### src/rtl/core/tamn_pkg.sv
// Shared types and constants of the touch axis median normalizer.
// Used by every module of the block; depends on nothing.
package tamn_pkg;

  localparam int SAMPLE_BITS = 12;
  localparam int POS_BITS    = 16;
  localparam int FRAC_BITS   = 12;
  localparam int CFG_ADDR_W  = 5;
  localparam int CFG_DATA_W  = 32;

  localparam logic [SAMPLE_BITS-1:0] X_LOW_RST  = SAMPLE_BITS'(850);
  localparam logic [SAMPLE_BITS-1:0] X_HIGH_RST = SAMPLE_BITS'(2750);
  localparam logic [SAMPLE_BITS-1:0] Y_LOW_RST  = SAMPLE_BITS'(1700);
  localparam logic [SAMPLE_BITS-1:0] Y_HIGH_RST = SAMPLE_BITS'(2500);
  localparam logic                   CROSS_ADD_RST = 1'b1;

  localparam logic signed [POS_BITS-1:0] POS_MAX = {1'b0, {(POS_BITS-1){1'b1}}};
  localparam logic signed [POS_BITS-1:0] POS_MIN = {1'b1, {(POS_BITS-1){1'b0}}};

  typedef enum logic [2:0] {
    REG_X_LOW     = 3'd0,
    REG_X_HIGH    = 3'd1,
    REG_Y_LOW     = 3'd2,
    REG_Y_HIGH    = 3'd3,
    REG_CROSS_ADD = 3'd4
  } reg_idx_t;

  typedef enum logic [1:0] {
    F_IDLE,
    F_SCAN,
    F_PUSH
  } front_state_t;

  typedef enum logic [2:0] {
    B_IDLE,
    B_MUL,
    B_SUM,
    B_DIV,
    B_FIN
  } back_state_t;

  typedef struct packed {
    logic                   axis;
    logic [SAMPLE_BITS-1:0] sample;
  } in_item_t;

  typedef struct packed {
    logic                       axis_out;
    logic signed [POS_BITS-1:0] position;
    logic                       saturated;
  } out_item_t;

  typedef struct packed {
    logic                   axis;
    logic [SAMPLE_BITS-1:0] median;
  } med_item_t;

  typedef struct packed {
    logic [SAMPLE_BITS-1:0] x_low;
    logic [SAMPLE_BITS-1:0] x_high;
    logic [SAMPLE_BITS-1:0] y_low;
    logic [SAMPLE_BITS-1:0] y_high;
    logic                   cross_add;
  } cfg_t;

endpackage

### src/rtl/core/tamn_front.sv
// Front end: takes samples, keeps the per-axis windows and finds the upper median.
// Depends on tamn_pkg; feeds tamn_fifo.
module tamn_front #(
  parameter int WINDOW = 8
) (
  input  logic               clk,
  input  logic               rst_n,
  input  logic               in_push,
  output logic               in_full,
  input  tamn_pkg::in_item_t in_item,
  output logic               q_push,
  output tamn_pkg::med_item_t q_data,
  input  logic               q_full
);
  import tamn_pkg::*;

  localparam int SLOT_W = $clog2(WINDOW);
  localparam int RANK_W = $clog2(WINDOW + 1);
  localparam logic [RANK_W-1:0] MED_RANK = RANK_W'(WINDOW / 2);
  localparam logic [SLOT_W-1:0] LAST_SLOT = SLOT_W'(WINDOW - 1);

  front_state_t fs_r, fs_nxt;
  logic [SAMPLE_BITS-1:0] win_r [2][WINDOW];
  logic [SLOT_W-1:0]      slot_r [2];
  logic [SLOT_W-1:0]      cand_r, cand_nxt;
  logic                   axis_r, axis_nxt;
  logic [SAMPLE_BITS-1:0] med_r, med_nxt;
  logic                   accept;
  logic [SAMPLE_BITS-1:0] cand_val;
  logic [WINDOW-1:0]      below;
  logic [RANK_W-1:0]      rank;

  assign in_full = (fs_r != F_IDLE);
  assign accept  = in_push && !in_full;
  assign cand_val = win_r[axis_r][cand_r];

  // Stable rank: smaller entries, plus equal ones at a lower slot.
  always_comb begin
    for (int j = 0; j < WINDOW; j++) begin
      below[j] = (win_r[axis_r][j] < cand_val) ||
                 ((win_r[axis_r][j] == cand_val) && (SLOT_W'(j) < cand_r));
    end
    rank = RANK_W'($countones(below));
  end

  always_comb begin
    fs_nxt   = fs_r;
    cand_nxt = cand_r;
    axis_nxt = axis_r;
    med_nxt  = med_r;
    q_push   = 1'b0;
    unique case (fs_r)
      F_IDLE: begin
        if (accept) begin
          axis_nxt = in_item.axis;
          cand_nxt = '0;
          fs_nxt   = F_SCAN;
        end
      end
      F_SCAN: begin
        if (rank == MED_RANK) begin
          med_nxt = cand_val;
          fs_nxt  = F_PUSH;
        end else if (cand_r == LAST_SLOT) begin
          fs_nxt = F_PUSH;
        end else begin
          cand_nxt = cand_r + 1'b1;
        end
      end
      F_PUSH: begin
        if (!q_full) begin
          q_push = 1'b1;
          fs_nxt = F_IDLE;
        end
      end
      default: fs_nxt = F_IDLE;
    endcase
  end

  assign q_data = '{axis: axis_r, median: med_r};

  always_ff @(posedge clk) begin
    if (!rst_n) begin
      fs_r   <= F_IDLE;
      cand_r <= '0;
      axis_r <= 1'b0;
      med_r  <= '0;
      for (int a = 0; a < 2; a++) begin
        slot_r[a] <= '0;
        for (int i = 0; i < WINDOW; i++) begin
          win_r[a][i] <= '0;
        end
      end
    end else begin
      fs_r   <= fs_nxt;
      cand_r <= cand_nxt;
      axis_r <= axis_nxt;
      med_r  <= med_nxt;
      if (accept) begin
        win_r[in_item.axis][slot_r[in_item.axis]] <= in_item.sample;
        slot_r[in_item.axis] <= (slot_r[in_item.axis] == LAST_SLOT) ? '0 :
                                slot_r[in_item.axis] + 1'b1;
      end
    end
  end

endmodule

### src/rtl/core/tamn_fifo.sv
// Two-entry queue of medians between the front and back ends.
// Depends on tamn_pkg.
module tamn_fifo (
  input  logic                clk,
  input  logic                rst_n,
  input  logic                push,
  input  tamn_pkg::med_item_t push_data,
  output logic                full,
  input  logic                pop,
  output tamn_pkg::med_item_t pop_data,
  output logic                empty
);
  import tamn_pkg::*;

  med_item_t   mem_r [2];
  logic        wr_ptr_r, rd_ptr_r;
  logic [1:0]  cnt_r, cnt_nxt;
  logic        do_push, do_pop;

  assign full     = (cnt_r == 2'd2);
  assign empty    = (cnt_r == 2'd0);
  assign pop_data = mem_r[rd_ptr_r];
  assign do_push  = push && !full;
  assign do_pop   = pop && !empty;

  always_comb begin
    cnt_nxt = cnt_r;
    if (do_push && !do_pop) begin
      cnt_nxt = cnt_r + 2'd1;
    end else if (do_pop && !do_push) begin
      cnt_nxt = cnt_r - 2'd1;
    end
  end

  always_ff @(posedge clk) begin
    if (!rst_n) begin
      wr_ptr_r <= 1'b0;
      rd_ptr_r <= 1'b0;
      cnt_r    <= '0;
    end else begin
      cnt_r <= cnt_nxt;
      if (do_push) begin
        wr_ptr_r <= !wr_ptr_r;
      end
      if (do_pop) begin
        rd_ptr_r <= !rd_ptr_r;
      end
    end
  end

  always_ff @(posedge clk) begin
    if (do_push) begin
      mem_r[wr_ptr_r] <= push_data;
    end
  end

endmodule

### src/rtl/core/tamn_back.sv
// Back end: maps a median to a signed Q4.12 position with a bit-serial divider.
// Depends on tamn_pkg; drains tamn_fifo and holds the result register.
module tamn_back (
  input  logic                clk,
  input  logic                rst_n,
  input  tamn_pkg::cfg_t      cfg,
  input  logic                q_empty,
  input  tamn_pkg::med_item_t q_data,
  output logic                q_pop,
  output logic                out_empty,
  input  logic                out_pop,
  output tamn_pkg::out_item_t out_item
);
  import tamn_pkg::*;

  localparam int PROD_W = POS_BITS + SAMPLE_BITS + 1;
  localparam int NUM_W  = POS_BITS + SAMPLE_BITS + 3;
  localparam int CNT_W  = $clog2(NUM_W);
  localparam logic [NUM_W-1:0] Q_POS_LIM = NUM_W'(2 ** (POS_BITS - 1) - 1);
  localparam logic [NUM_W-1:0] Q_NEG_LIM = NUM_W'(2 ** (POS_BITS - 1));

  back_state_t bs_r, bs_nxt;
  logic                          axis_r, axis_nxt;
  logic [SAMPLE_BITS-1:0]        med_r, med_nxt;
  logic signed [SAMPLE_BITS:0]   diff_r, diff_nxt;
  logic signed [SAMPLE_BITS:0]   span_r, span_nxt;
  logic signed [PROD_W-1:0]      prod_r, prod_nxt;
  logic                          special_r, special_nxt;
  logic                          neg_r, neg_nxt;
  logic [NUM_W-1:0]              quo_r, quo_nxt;
  logic [SAMPLE_BITS-1:0]        rem_r, rem_nxt;
  logic [CNT_W-1:0]              cnt_r, cnt_nxt;
  logic signed [POS_BITS-1:0]    last_x_r, last_x_nxt;
  logic                          out_valid_r, out_valid_nxt;
  out_item_t                     out_item_r, out_item_nxt;

  logic [SAMPLE_BITS-1:0]        low_sel, high_sel;
  logic signed [SAMPLE_BITS:0]   span_c;
  logic signed [POS_BITS-1:0]    lx;
  logic signed [NUM_W-1:0]       num_c;
  logic [SAMPLE_BITS:0]          trial;
  logic                          fits;
  logic signed [POS_BITS-1:0]    pos_c;
  logic                          sat_c;

  assign out_empty = !out_valid_r;
  assign out_item  = out_item_r;

  always_comb begin
    low_sel  = axis_r ? cfg.y_low  : cfg.x_low;
    high_sel = axis_r ? cfg.y_high : cfg.x_high;
    span_c   = $signed({1'b0, high_sel}) - $signed({1'b0, low_sel});
    lx       = (axis_r && cfg.cross_add) ? last_x_r : '0;
    num_c    = (NUM_W'(diff_r) <<< (FRAC_BITS + 1)) - (NUM_W'(span_r) <<< FRAC_BITS) +
               NUM_W'(prod_r);
    trial    = {rem_r, quo_r[NUM_W-1]};
    fits     = (trial >= {1'b0, span_r[SAMPLE_BITS-1:0]});
    // Truncated quotient magnitude, then sign and clip.
    if (special_r) begin
      pos_c = diff_r[SAMPLE_BITS] ? POS_MIN : POS_MAX;
      sat_c = 1'b1;
    end else if (neg_r) begin
      sat_c = (quo_r > Q_NEG_LIM);
      pos_c = sat_c ? POS_MIN : -$signed(quo_r[POS_BITS-1:0]);
    end else begin
      sat_c = (quo_r > Q_POS_LIM);
      pos_c = sat_c ? POS_MAX : $signed(quo_r[POS_BITS-1:0]);
    end
  end

  always_comb begin
    bs_nxt        = bs_r;
    axis_nxt      = axis_r;
    med_nxt       = med_r;
    diff_nxt      = diff_r;
    span_nxt      = span_r;
    prod_nxt      = prod_r;
    special_nxt   = special_r;
    neg_nxt       = neg_r;
    quo_nxt       = quo_r;
    rem_nxt       = rem_r;
    cnt_nxt       = cnt_r;
    last_x_nxt    = last_x_r;
    out_item_nxt  = out_item_r;
    out_valid_nxt = out_valid_r;
    q_pop         = 1'b0;
    if (out_pop) begin
      out_valid_nxt = 1'b0;
    end
    unique case (bs_r)
      B_IDLE: begin
        if (!q_empty) begin
          q_pop    = 1'b1;
          axis_nxt = q_data.axis;
          med_nxt  = q_data.median;
          bs_nxt   = B_MUL;
        end
      end
      B_MUL: begin
        diff_nxt    = $signed({1'b0, med_r}) - $signed({1'b0, low_sel});
        span_nxt    = span_c;
        prod_nxt    = PROD_W'(lx) * PROD_W'(span_c);
        special_nxt = (span_c <= 0);
        bs_nxt      = (span_c <= 0) ? B_FIN : B_SUM;
      end
      B_SUM: begin
        neg_nxt = num_c[NUM_W-1];
        quo_nxt = num_c[NUM_W-1] ? NUM_W'(-num_c) : NUM_W'(num_c);
        rem_nxt = '0;
        cnt_nxt = CNT_W'(NUM_W - 1);
        bs_nxt  = B_DIV;
      end
      B_DIV: begin
        // Restoring division, one quotient bit per cycle.
        rem_nxt = fits ? SAMPLE_BITS'(trial - {1'b0, span_r[SAMPLE_BITS-1:0]}) :
                         SAMPLE_BITS'(trial);
        quo_nxt = {quo_r[NUM_W-2:0], fits};
        if (cnt_r == '0) begin
          bs_nxt = B_FIN;
        end else begin
          cnt_nxt = cnt_r - 1'b1;
        end
      end
      B_FIN: begin
        if (!out_valid_r || out_pop) begin
          out_valid_nxt = 1'b1;
          out_item_nxt  = '{axis_out: axis_r, position: pos_c, saturated: sat_c};
          if (!axis_r) begin
            last_x_nxt = pos_c;
          end
          bs_nxt = B_IDLE;
        end
      end
      default: bs_nxt = B_IDLE;
    endcase
  end

  always_ff @(posedge clk) begin
    if (!rst_n) begin
      bs_r        <= B_IDLE;
      out_valid_r <= 1'b0;
      last_x_r    <= '0;
    end else begin
      bs_r        <= bs_nxt;
      out_valid_r <= out_valid_nxt;
      last_x_r    <= last_x_nxt;
    end
  end

  always_ff @(posedge clk) begin
    axis_r     <= axis_nxt;
    med_r      <= med_nxt;
    diff_r     <= diff_nxt;
    span_r     <= span_nxt;
    prod_r     <= prod_nxt;
    special_r  <= special_nxt;
    neg_r      <= neg_nxt;
    quo_r      <= quo_nxt;
    rem_r      <= rem_nxt;
    cnt_r      <= cnt_nxt;
    out_item_r <= out_item_nxt;
  end

endmodule

### src/rtl/core/touch_axis_median_normalizer.sv
// Touchscreen axis filter: each 12-bit sample, tagged X or Y, replaces the oldest entry
// of that axis's WINDOW-deep window (zero after reset); the upper median of the window
// is mapped through the axis calibration to a signed Q4.12 position, with the last X
// position added into Y results when cross_add is set, and clipped with a flag. One
// result per sample, in order. The front end ranks one window slot at a time and waits
// while the median queue is full; the back end computes each result with its 31-step
// bit-serial divider. Neither side takes a new item before it is through with the last.
// A two-entry median queue and the result register let either side stall on its own.
// Registers at byte 0x00 x_low, 0x04 x_high, 0x08 y_low, 0x0C y_high, 0x10 cross_add;
// change them only while no sample is in flight.
module touch_axis_median_normalizer #(
  parameter int WINDOW = 8
) (
  input  logic                                clk,
  input  logic                                rst_n,
  input  logic                                in_push,
  output logic                                in_full,
  input  tamn_pkg::in_item_t                  in_item,
  output logic                                out_empty,
  input  logic                                out_pop,
  output tamn_pkg::out_item_t                 out_item,
  input  logic                                cfg_psel,
  input  logic                                cfg_penable,
  input  logic                                cfg_pwrite,
  input  logic [tamn_pkg::CFG_ADDR_W-1:0]     cfg_paddr,
  input  logic [tamn_pkg::CFG_DATA_W-1:0]     cfg_pwdata,
  output logic [tamn_pkg::CFG_DATA_W-1:0]     cfg_prdata,
  output logic                                cfg_pready
);
  import tamn_pkg::*;

  cfg_t      cfg_r;
  reg_idx_t  reg_idx;
  logic      cfg_wr;
  logic      q_push, q_full, q_pop, q_empty;
  med_item_t q_wdata, q_rdata;

  assign cfg_pready = 1'b1;
  assign reg_idx    = reg_idx_t'(cfg_paddr[CFG_ADDR_W-1:2]);
  assign cfg_wr     = cfg_psel && cfg_penable && cfg_pwrite && cfg_pready;

  always_ff @(posedge clk) begin
    if (!rst_n) begin
      cfg_r <= '{x_low: X_LOW_RST, x_high: X_HIGH_RST, y_low: Y_LOW_RST,
                 y_high: Y_HIGH_RST, cross_add: CROSS_ADD_RST};
    end else if (cfg_wr) begin
      unique case (reg_idx)
        REG_X_LOW:     cfg_r.x_low     <= cfg_pwdata[SAMPLE_BITS-1:0];
        REG_X_HIGH:    cfg_r.x_high    <= cfg_pwdata[SAMPLE_BITS-1:0];
        REG_Y_LOW:     cfg_r.y_low     <= cfg_pwdata[SAMPLE_BITS-1:0];
        REG_Y_HIGH:    cfg_r.y_high    <= cfg_pwdata[SAMPLE_BITS-1:0];
        REG_CROSS_ADD: cfg_r.cross_add <= cfg_pwdata[0];
        default: ;
      endcase
    end
  end

  always_comb begin
    unique case (reg_idx)
      REG_X_LOW:     cfg_prdata = CFG_DATA_W'(cfg_r.x_low);
      REG_X_HIGH:    cfg_prdata = CFG_DATA_W'(cfg_r.x_high);
      REG_Y_LOW:     cfg_prdata = CFG_DATA_W'(cfg_r.y_low);
      REG_Y_HIGH:    cfg_prdata = CFG_DATA_W'(cfg_r.y_high);
      REG_CROSS_ADD: cfg_prdata = CFG_DATA_W'(cfg_r.cross_add);
      default:       cfg_prdata = '0;
    endcase
  end

  tamn_front #(
    .WINDOW (WINDOW)
  ) u_front (
    .clk     (clk),
    .rst_n   (rst_n),
    .in_push (in_push),
    .in_full (in_full),
    .in_item (in_item),
    .q_push  (q_push),
    .q_data  (q_wdata),
    .q_full  (q_full)
  );

  tamn_fifo u_fifo (
    .clk       (clk),
    .rst_n     (rst_n),
    .push      (q_push),
    .push_data (q_wdata),
    .full      (q_full),
    .pop       (q_pop),
    .pop_data  (q_rdata),
    .empty     (q_empty)
  );

  tamn_back u_back (
    .clk       (clk),
    .rst_n     (rst_n),
    .cfg       (cfg_r),
    .q_empty   (q_empty),
    .q_data    (q_rdata),
    .q_pop     (q_pop),
    .out_empty (out_empty),
    .out_pop   (out_pop),
    .out_item  (out_item)
  );

endmodule

### config.mk
export PLATFORM = sky130hd
export DESIGN_NAME = touch_axis_median_normalizer
export DESIGN_NICKNAME = d
export VERILOG_FILES = /design/src/rtl/core/tamn_pkg.sv /design/src/rtl/core/tamn_front.sv /design/src/rtl/core/tamn_fifo.sv /design/src/rtl/core/tamn_back.sv /design/src/rtl/core/touch_axis_median_normalizer.sv
export SDC_FILE = /design/constraint.sdc
export NUM_CORES = 2
export LEC_CHECK = 0
export ABC_AREA = 0
export BUFFER_PORTS_ARGS = -buffer_cell sky130_fd_sc_hd__buf_2
export CORE_ASPECT_RATIO = 0.8
export CORE_MARGIN = 2
export CORE_UTILIZATION = 60
export CTS_CLUSTER_DIAMETER = 30
export DETAILED_ROUTE_END_ITERATION = 10
export PLACE_DENSITY = 0.83
export SLEW_MARGIN = 10
export SYNTH_ARGS = -nofsm -noshare
export SYNTH_HDL_FRONTEND = slang
export SYNTH_SLANG_ARGS = --single-unit
### constraint.sdc
create_clock -name clk -period 12.8 [get_ports clk]
set_clock_uncertainty 0.2 [all_clocks]
set_input_delay 1.28 -clock clk [delete_from_list [all_inputs] [get_ports clk]]
set_output_delay 1.28 -clock clk [all_outputs]
set_load 0.02 [all_outputs]
==> reports/qor_table.md <==
| Result | Value | Unit |
| --- | --- | --- |
| Outcome | complete, but fails checks | - |
| Violated checks | design-rule violations | - |
| Cell repeated most along the worst path | fa_1 | - |
| Post-synthesis sequential area ratio | 0.372 | - |
| H-tree levels | 3 | - |
| Crit. End Element | flip-flop | - |
| Number of buffers inserted by port buffering | 66 | - |
| Post-synthesis sequential element count | 452 | - |
| Setup slack of the critical path after layout | 2.39 | ns |
| Final setup violation count | 0 | - |
| Routed wire length per instance | 20.9 | µm |
| Slowest stage delay, CP | 0.80 | ns |
| Xor/xnor cell area share of the yosys netlist | 0.0234 | - |
| CTS-repair resized insts | 0 | - |
| Slew at the pin with the worst max-slew slack | 1.19 | ns |
| Synth Area in Compound Gates | 0.110 | - |
| WP data arrival | 10.59 | ns |
| Post-Synthesis Cell Area | 34000 | µm² |
| Largest voltage drop on the vdd net | 0.156 | mV |
| Maximum number of pins on one net before global-route repair | 73 | - |
| Mux contribution to synthesized area | 0.0575 | - |
| Slowest cell on crit path | xnor2_1 | - |
| Number of synthesized flops with an enable pin | 360 | - |
| DIE AREA | 58600 | µm² |
| Sequential Area | 12700 | µm² |
| Leakage dissipation | 0.0166 | µW |
| CP startpoint | u_back.axis_r$_DFFE_PP_ | - |
| Fraction of power spent switching nets | 0.413 | - |
| Hold buffer count at CTS | 0 | - |
| Worst-case headroom to the max-slew limit | 0.205 | - |
| Routed wire length | 87900 | µm |
| Antenna violations before repair | 1 | - |
| DIE HEIGHT | 217 | µm |
| Vias in the first global route | 25700 | - |
| Library cell used as clock root buffer | clkbuf_16 | - |
| Row cnt | 78 | - |
| Worst Setup Path Type | flip-flop to flip-flop | - |
| Antenna Nets Post-Route | 0 | - |
| CTS sink cnt | 452 | - |
| CTS tree | built | - |
| Worst-path fanout max | 43 | - |
| Max-cap violations | 0 | - |
| Part of the power in the clock network | 0.273 | - |
| Final count of pins violating max slew | 0 | - |
| Power density relative to cell area | 215 | nW/µm² |
| Adder and majority cell fraction of the synthesized area | 0.220 | - |
| Final-stage net count | 3901 | - |
| Number of vias after detailed routing | 25800 | - |
| Clock Tree Buf Depth | 3 | - |
| Layout Utilization | 0.672 | - |
| Core Footprint | 56300 | µm² |
| Final hold violation count | 0 | - |
| Critical path startpoint category | flip-flop | - |
| Clock insertion delay at the later pin of the skew report | 0.64 | ns |
| Die width | 270 | µm |
| Main combinational cell family by area after synthesis | adder cells | - |
| Startpoint of the lowest-slack register-to-register path | u_back.axis_r$_DFFE_PP_ | - |
| Layout-stage area growth over the synthesis result | 11.3 | % |
| Initial core utilization | 0.604 | - |
| Flop2flop setup slack | 2.39 | ns |
| Average cell area after synthesis | 10.2 | µm² |
| Register clock-pin slew on the reported worst setup and hold paths | 0.05 | ns |
| Boundary pin count | 110 | - |
| Setup repair after global routing missed its margin | false | - |
| First-pass GRT wire length | 140000 | µm |
| Layout cell share with drive strength beyond 1 | 0.120 | - |
| Setup TNS after final layout | 0 | ns |
| Power share of the sequential group | 0.254 | - |
| Worst R2R Path Depth | 32 | - |
| DRC viols | 1 | - |
| Combined area of the multi-input logic cells | 19400 | µm² |
| Data required time at the worst endpoint | 12.98 | ns |
| Starting DRT DRC Count | 3008 | - |
| GRT Residual Overflow | 0 | - |
| RD Place Congestion | 0.955 | - |
| Number of detailed-routing iterations run before antenna repair | 9 | - |
| Fill count | 4053 | - |
| Share of flip-flops with an asynchronous set or reset | 0 | - |
| Post-CTS Setup Bufs | 0 | - |
| Dpl ws | 2.75 | ns |
| Antenna diodes | 0 | - |
| Yosys warns | 0 | - |
| Dominant register cell in the synthesized netlist | edfxtp_1 | - |
| Number of clock buffers inserted by TritonCTS | 80 | - |
| Total Routing Usage GR | 0.304 | - |
| Crit path time final | 10.41 | ns |
| Logic pwr share | 0.473 | - |
| Netlist cell types | 97 | - |
| Cell Int Power | 4780 | µW |
| HP Class | flip-flop to flip-flop | - |
| NetSw | 3360 | µW |
| Via-to-Cell Ratio | 6.14 | - |
| Mapped Cells | 3338 | - |
| Final worst-path cycle share | 0.813 | - |
| CP endpoint | u_back.prod_r[27]$_DFFE_PP_ | - |
| RR Endpoint | u_back.prod_r[27]$_DFFE_PP_ | - |
| Maximum operating frequency | 96.1 | MHz |
| HPWL after DPL | 64600 | µm |
| Worst hold stages | 0 | - |
| Simple-gate area share of the yosys netlist | 0.158 | - |
==> layout by cell type (no fill, tap or decap), drive strengths merged, types with 105 or more instances in the layout <==
| cell type | Yosys | layout |
|---|---|---|
| inv | 342 | 350 |
| a21oi | 137 | 137 |
| and2 | 115 | 115 |
| nor2 | 213 | 213 |
| nand2 | 385 | 385 |
| fa | 218 | 218 |
| buf | 40 | 105 |
| edfxtp | 360 | 360 |
| ha | 249 | 249 |
| mux2 | 115 | 115 |
==> cells in the mapped netlist (all sizes together), types with 16 or more instances <==
cell type,n,area [µm²]
nor2,213,802
mux2i,41,410
edfxtp,360,10800
mux2,115,1290
a211oi,19,155
xnor2,54,473
o211ai,16,144
nor2b,52,333
buf,40,248
dfxtp,92,1840
a21oi,137,697
or3,23,149
o211a,18,180
nand4,37,231
nand3,77,390
ha,249,3120
a21boi,51,383
inv,342,1280
and3,59,369
a31oi,18,113
nor3,50,250
nand2b,32,200
o21ai,99,495
clkbuf,127,478
nand2,385,1450
o21a,25,188
xor2,37,324
fa,218,4360
and2,115,719
a21o,49,368
==> cell families after synthesis <==
kind of cell               Yosys count
buffers and inverters              509
xor gates and xnor gates            91
adders and majority gates          467
muxes                              167
DFF                                452
other                                2
and+or+nand+nor                   1103
AOI/OAI and AO/OA                  547
==> worst max-delay path: cells and delay by family, from the launching register on <==
| family | cells | cell delay, ns |
|---|---|---|
| and+or+nand+nor | 1 | 0.21 |
| buffers and inverters | 6 | 1.19 |
| muxes | 1 | 0.27 |
| DFF | 1 | 0.34 |
| adders and majority gates | 9 | 3.92 |
| AOI/OAI and AO/OA | 13 | 3.02 |
| xor gates and xnor gates | 2 | 0.90 |
==> per-stage QoR <==
step                      std cells  area (µm²)  total power (µW)  hold WS (ns)
after global placement         4055       35000              5690         0.235
after global routing           4204       37800              8620         0.274
after CTS                      4204       37800              8070         0.254
after floorplan                3357       34100              4870         0.225
after detailed placement       4055       35000              5810         0.242
final                          4204       37800              8140         0.254
==> per-layer routing <==
layer  vias up  global-route usage  wire [µm]
met2      1337               0.475      39600
met1     12600               0.406      35300
li1      11700                   -          -
met3       251              0.0735       9040
met4         0               0.136       3970
met5         -                   0          0
==> sequential cells by signal (all words and copies together), names as in the netlist, 2 cells and up, named ones only <==
register / count
u_back.rem_r: 12
u_front.win_r: 192
u_fifo.cnt_r: 2
u_front.med_r: 12
u_back.quo_r: 31
u_fifo.mem_r: 26
u_back.prod_r: 29
u_back.cnt_r: 5
u_back.bs_r: 3
u_back.last_x_r: 16
u_back.out_item: 18
u_back.span_r: 13
u_front.cand_r: 3
cfg_r: 49
u_front.fs_r: 2
u_back.med_r: 12
u_back.diff_r: 13
u_front.slot_r: 6
==> how the worst min path moves through the flow <==
stage | to | slack, ns | startpoint
after floorplan | u_fifo.mem_r[0][0]$_DFFE_PP_ | 0.22 | u_front.med_r[0]$_SDFFE_PN0P_
after global placement | u_fifo.mem_r[0][0]$_DFFE_PP_ | 0.23 | u_front.med_r[0]$_SDFFE_PN0P_
after detailed placement | u_fifo.mem_r[0][10]$_DFFE_PP_ | 0.24 | u_front.med_r[10]$_SDFFE_PN0P_
after CTS | u_fifo.mem_r[1][10]$_DFFE_PP_ | 0.25 | u_front.med_r[10]$_SDFFE_PN0P_
after global routing | u_fifo.mem_r[1][0]$_DFFE_PP_ | 0.27 | u_front.med_r[0]$_SDFFE_PN0P_
final | u_fifo.mem_r[1][1]$_DFFE_PP_ | 0.25 | u_front.med_r[1]$_SDFFE_PN0P_
==> power groups by stage <==
stage | Sequential (µW) | Clock, µW | Combinational, µW
floorplan | 2020 | 0 | 2850
finish | 2070 | 2220 | 3850
CTS | 2060 | 2230 | 3780
global route | 2080 | 2300 | 4240
global placement | 2080 | 0 | 3610
detailed placement | 2090 | 0 | 3720
==> final cells by class <==
class	instances	area share
Tap cell	760	0.0251
Clock buffer	94	0.0559
Sequential cell	452	0.334
Multi-Input combinational cell	2396	0.514
Clock inverter	55	0.0200
Timing Repair Buffer	105	0.0165
Inverter	342	0.0339
Power figures use the tool's default switching activity.
